### src/design/text_console_writer_top_defines.svh
// Assertion macros shared by the text console writer design files.
`ifndef TEXT_CONSOLE_WRITER_TOP_DEFINES_SVH
`define TEXT_CONSOLE_WRITER_TOP_DEFINES_SVH

// The consequent must hold in the same cycle as the antecedent.
`define TCW_ASSERT_NOW(label, clk, rst, ante, cons, msg) \
   label: assert property (@(posedge clk) disable iff (rst) (ante) |-> (cons)) \
      else $error(msg);

// The consequent must hold in the cycle after the antecedent.
`define TCW_ASSERT_NEXT(label, clk, rst, ante, cons, msg) \
   label: assert property (@(posedge clk) disable iff (rst) (ante) |=> (cons)) \
      else $error(msg);

`endif

### src/design/tcw_pkg.sv
// Shared constants, types and command/status structs of the text console writer.
package tcw_pkg;

   // Screen memory geometry.
   localparam int MAX_COLS   = 128;
   localparam int MAX_ROWS   = 64;
   localparam int CELL_COUNT = MAX_COLS * MAX_ROWS;

   localparam int COL_W  = $clog2(MAX_COLS);
   localparam int ROW_W  = $clog2(MAX_ROWS);
   localparam int ADDR_W = $clog2(CELL_COUNT);
   localparam int WID_W  = $clog2(MAX_COLS + 1);
   localparam int HGT_W  = $clog2(MAX_ROWS + 1);
   localparam int PROD_W = ROW_W + WID_W + 1;

   // Field widths of the request and response.
   localparam int ACTION_W = 2;
   localparam int CHAR_W   = 8;
   localparam int ATTR_W   = 8;
   localparam int CELL_W   = CHAR_W + ATTR_W;
   localparam int POS_W    = 13;

   // Configuration registers.
   localparam int CSR_IDX_W        = 1;
   localparam int CSR_DATA_W       = 8;
   localparam int SCREEN_WIDTH_W   = 8;
   localparam int SCREEN_HEIGHT_W  = 7;
   localparam logic [CSR_IDX_W-1:0] CSR_SCREEN_WIDTH  = 1'b0;
   localparam logic [CSR_IDX_W-1:0] CSR_SCREEN_HEIGHT = 1'b1;
   localparam logic [SCREEN_WIDTH_W-1:0]  WIDTH_RESET  = 8'd80;
   localparam logic [SCREEN_HEIGHT_W-1:0] HEIGHT_RESET = 7'd25;

   // Character constants.
   localparam logic [ATTR_W-1:0] TEXT_ATTR = 8'h07;
   localparam logic [CHAR_W-1:0] NEWLINE   = 8'h0a;

   typedef enum logic [ACTION_W-1:0] {
      ACT_WRITE = 2'd0,
      ACT_CLEAR = 2'd1,
      ACT_SET   = 2'd2,
      ACT_READ  = 2'd3
   } action_type;

   // Commands from the controller to the datapath.
   typedef struct packed {
      logic accept;
      logic exec;
      logic wipe;
      logic scroll_step;
      logic respond;
   } tcw_cmd_type;

   // Status from the datapath to the controller.
   typedef struct packed {
      action_type action;
      logic       need_scroll;
      logic       wipe_last;
      logic       scroll_last;
   } tcw_stat_type;

endpackage

### src/design/tcw_ctrl.sv
// Controller state machine of the text console writer.
module tcw_ctrl (
   input  logic                  clock,
   input  logic                  reset,
   input  logic                  start,
   output logic                  busy,
   output tcw_pkg::tcw_cmd_type  cmd,
   input  tcw_pkg::tcw_stat_type stat
);
   import tcw_pkg::*;

   typedef enum logic [2:0] {
      ST_INIT,
      ST_IDLE,
      ST_EXEC,
      ST_READ,
      ST_SCROLL,
      ST_DRAIN,
      ST_WIPE
   } state_type;

   state_type state_ff;
   state_type state_in;
   logic      busy_ff;

   always_comb begin
      state_in = state_ff;
      cmd      = '0;
      case (state_ff)
         ST_INIT: begin
            cmd.wipe = 1'b1;
            if (stat.wipe_last) begin
               state_in = ST_IDLE;
            end
         end
         ST_IDLE: begin
            if (start) begin
               cmd.accept = 1'b1;
               state_in   = ST_EXEC;
            end
         end
         ST_EXEC: begin
            cmd.exec = 1'b1;
            case (stat.action)
               ACT_WRITE: begin
                  if (stat.need_scroll) begin
                     state_in = ST_SCROLL;
                  end else begin
                     cmd.respond = 1'b1;
                     state_in    = ST_IDLE;
                  end
               end
               ACT_CLEAR: state_in = ST_WIPE;
               ACT_READ:  state_in = ST_READ;
               default: begin
                  cmd.respond = 1'b1;
                  state_in    = ST_IDLE;
               end
            endcase
         end
         ST_READ: begin
            cmd.respond = 1'b1;
            state_in    = ST_IDLE;
         end
         ST_SCROLL: begin
            cmd.scroll_step = 1'b1;
            if (stat.scroll_last) begin
               state_in = ST_DRAIN;
            end
         end
         ST_DRAIN: begin
            cmd.respond = 1'b1;
            state_in    = ST_IDLE;
         end
         ST_WIPE: begin
            cmd.wipe = 1'b1;
            if (stat.wipe_last) begin
               cmd.respond = 1'b1;
               state_in    = ST_IDLE;
            end
         end
         default: state_in = ST_IDLE;
      endcase
   end

   always_ff @(posedge clock) begin
      if (reset) begin
         state_ff <= ST_INIT;
         busy_ff  <= 1'b1;
      end else begin
         state_ff <= state_in;
         busy_ff  <= (state_in != ST_IDLE);
      end
   end

   assign busy = busy_ff;

endmodule

### config.mk
export PLATFORM = sky130hd
export DESIGN_NAME = tcw_ctrl
export DESIGN_NICKNAME = d
export VERILOG_FILES = /design/src/design/text_console_writer_top_defines.svh /design/src/design/tcw_pkg.sv /design/src/design/tcw_ctrl.sv
export SDC_FILE = /design/constraint.sdc
export NUM_CORES = 1
export LEC_CHECK = 0
export CELL_PAD_IN_SITES_DETAIL_PLACEMENT = 0
export CELL_PAD_IN_SITES_GLOBAL_PLACEMENT = 1
export CORE_AREA = 2 2 39 41
export CTS_CLUSTER_DIAMETER = 40
export CTS_CLUSTER_SIZE = 10
export DETAILED_ROUTE_END_ITERATION = 10
export DIE_AREA = 0 0 41 43
export DONT_BUFFER_PORTS = 1
export PLACE_DENSITY = 0.43
export SYNTH_ARGS = -nofsm -noshare
export SYNTH_HDL_FRONTEND = slang
export SYNTH_SLANG_ARGS = --single-unit
### constraint.sdc
create_clock -name clock -period 1.4 [get_ports clock]
set_clock_uncertainty 0.2 [all_clocks]
set_input_delay 0.07 -clock clock [delete_from_list [all_inputs] [get_ports clock]]
set_output_delay 0.07 -clock clock [all_outputs]
set_load 0.03 [all_outputs]
==> results.ini <==
[place]
io_buffers = 0
place_area_um2 = 379
dp_cells = 57
dp_slack_ns = 0.0415
place_congestion = 0.669
hpwl_um = 582

[route]
drt_first_pass_iters = 2
post-route-drc-count = 0
drt-vias-per-instance = 4.53
wl_per_cell_um = 12.6
routed_wl_um = 783
drtIter0Drc = 1
num_vias = 281
postRouteAntennaNets = 0

[timing]
holdWs_ns = 0.00606
report.final.slew_viol_count = 0
worstMarginPinSlew_ns = 0.310
slew_headroom_pct = 79.4
fin_setup_tns_ns = -0.0814
period_minus_slack_ns = 1.48
period_share_pct = 106
fmax_ghz = 0.675
rsz0062_at_grt = true
worst_slack_ns = -0.0814
finalHoldViolCount = 0
setup_viol = 1

[yosys]
yosysSeqAreaShare_pct = 27.2
synth_nets = 42
synth_top_family_by_area = simple AND/OR/NAND/NOR gates
synth_compound_area_share_pct = 26.8
synth-xor-area-share_pct = 5.53
synthCells = 34
synth.mux.area_fraction_pct = 3.40
synthDistinctLibCells = 24
ys_ff_latch = 4
yosys.area_share.adder_pct = 0
synth_area_um2 = 294
avgSynthCellArea_um2 = 8.65
synthSimpleGateAreaFrac_pct = 29.4
yosysWarnings = 0

[power_and_ir_drop]
p_leak_nw = 0.183
internal-power_mw = 0.273
vdd_drop_max_mv = 0.343
p_seq_share_pct = 34.7
power_switching_mw = 0.118
combPwrFrac_pct = 30.3
sw_frac_of_total_pct = 30.1
p_total_mw = 0.391
p_clk_share_pct = 35.0
powerDensity_nw_per_um2 = 866

[critical_path]
cp_data_arrival_time_ns = 1.21
critPathCaptureType = primary output
start_kind = flip-flop
critical_path_class = reg -> out
cp_max_fo = 5
required_ns = 1.13

[floorplanning]
rows = 14
die_y_um = 43
ios = 14
fp.dieW_um = 41
core_area_um2 = 1380
start_util_pct = 21.2
die_area_um2 = 1760

[clock_network]
post-cts-setup-buffers = 0
tritoncts = built
cts-root-buf = clkbuf_4
path_clk_slew_ns = 0.04
cts_sinks = 4
insertion_delay_ns = 0.23
cts_made_buffers = 3
cts_max_path_buffers = 2
htree_levels = 1

[finish]
fin_nets = 56
post-route-cell-area_um2 = 452
utilization_pct = 32.6
mostFrequentLayoutCells = 5 x buf_4, 3 x inv_1, 3 x nor2_1, 3 x clkbuf_4, 3 x buf_6
final_common_cell = buf_4
multiInputGateArea_um2 = 214
syn2layout_area_growth_pct = 53.6
finalNonFillerCells = 62
final_layout_size_suffix_gt1_share_pct = 50.0
nFillCells = 157
regArea_um2 = 88.8
diodes = 0

[status]
status = complete, but fails checks
violations = setup timing

[global_routing]
antenna_found_initial = 0
grt.overflow.total = 0
grt_first_pass_wirelength_um = 1130
grt_pass1_vias = 283
grt_use_total_pct = 10.0
grt_max_degree = 7

[job]
maxCapViolations = 0

[worst_hold_path]
hold_path_class = in -> reg

-- final timing paths --
kind / from / slack [ns] / cells past startpoint / to
worst min-delay path: stat[0] / 0.006 / 3 / state_ff[0]
worst min register to register: state_ff[1] / 0.40 / 2 / state_ff[1]
worst max register to register: state_ff[0] / 0.10 / 5 / busy
worst max-delay path: state_ff[2] / -0.08 / 5 / cmd[0]
-- per-layer routing --
layer	vias up	GRT usage, %	part of all wire (%)
met1	132	8.97	36
met2	6	17.8	60
met4	0	8.00	0
met5	-	0	0
met3	0	1.57	4.3
li1	143	-	-
-- Yosys cell counts, drive strengths merged --
library cell | number | share of area (%)
nand2 | 1 | 1.3
a31oi | 2 | 4.3
xor2 | 1 | 5.5
nand2b | 2 | 5.1
nor2 | 3 | 3.8
and3 | 1 | 2.1
nor3b | 1 | 4.3
buf | 1 | 2.6
a21boi | 1 | 2.6
o21bai | 1 | 2.6
a21oi | 2 | 3.4
dfxtp | 4 | 27
a211oi | 1 | 2.6
a2bb2oi | 1 | 5.1
nand4b | 1 | 3.0
nor2b | 1 | 4.7
inv | 4 | 5.1
o21ai | 3 | 6.4
mux2i | 1 | 3.4
nor3 | 2 | 5.1
-- worst max-delay path, stage by stage (launching register included) --
cell      delay, ns
dfxtp_4        0.36
buf_6          0.12
a211oi_2       0.14
a31oi_1        0.07
o21ai_1        0.12
buf_4          0.17
-- logic make-up (layout without fill, tap and decap cells) --
logic type | Yosys count | count (layout)
buf+inv | 5 | 17
compound gates | 11 | 11
mux | 1 | 1
xor+xnor | 1 | 1
simple gates | 12 | 12
flops | 4 | 4
-- state kept, by name, summed over array words and instances, names as in the netlist --
signal	flops
busy	1
state_ff	3
-- final cells by class --
| cell class | instances | area share (%) |
|---|---|---|
| well taps | 16 | 4.43 |
| inverters | 4 | 3.32 |
| clock buffers | 3 | 4.99 |
| multi-input cells | 25 | 47.4 |
| repair buffers | 10 | 20.2 |
| flip-flops and latches | 4 | 19.7 |
-- power groups by stage --
stage	clock network, mW	registers (mW)	logic [mW]
final	0.137	0.136	0.119
after global routing	0.153	0.137	0.127
after CTS	0.145	0.137	0.115
after detailed placement	0	0.139	0.106
after global placement	0	0.139	0.106
after floorplan	0	0.140	0.0760
-- what timing repair did --
item / CTS / global route
gates resized for setup: 6 / 4
endpoints found under the hold margin: 4 / 0
hold buffers: 2 / 0
pin swaps: 0 / 1
endpoints found under the setup margin: 5 / 4
(Power assumes the default switching activity.)
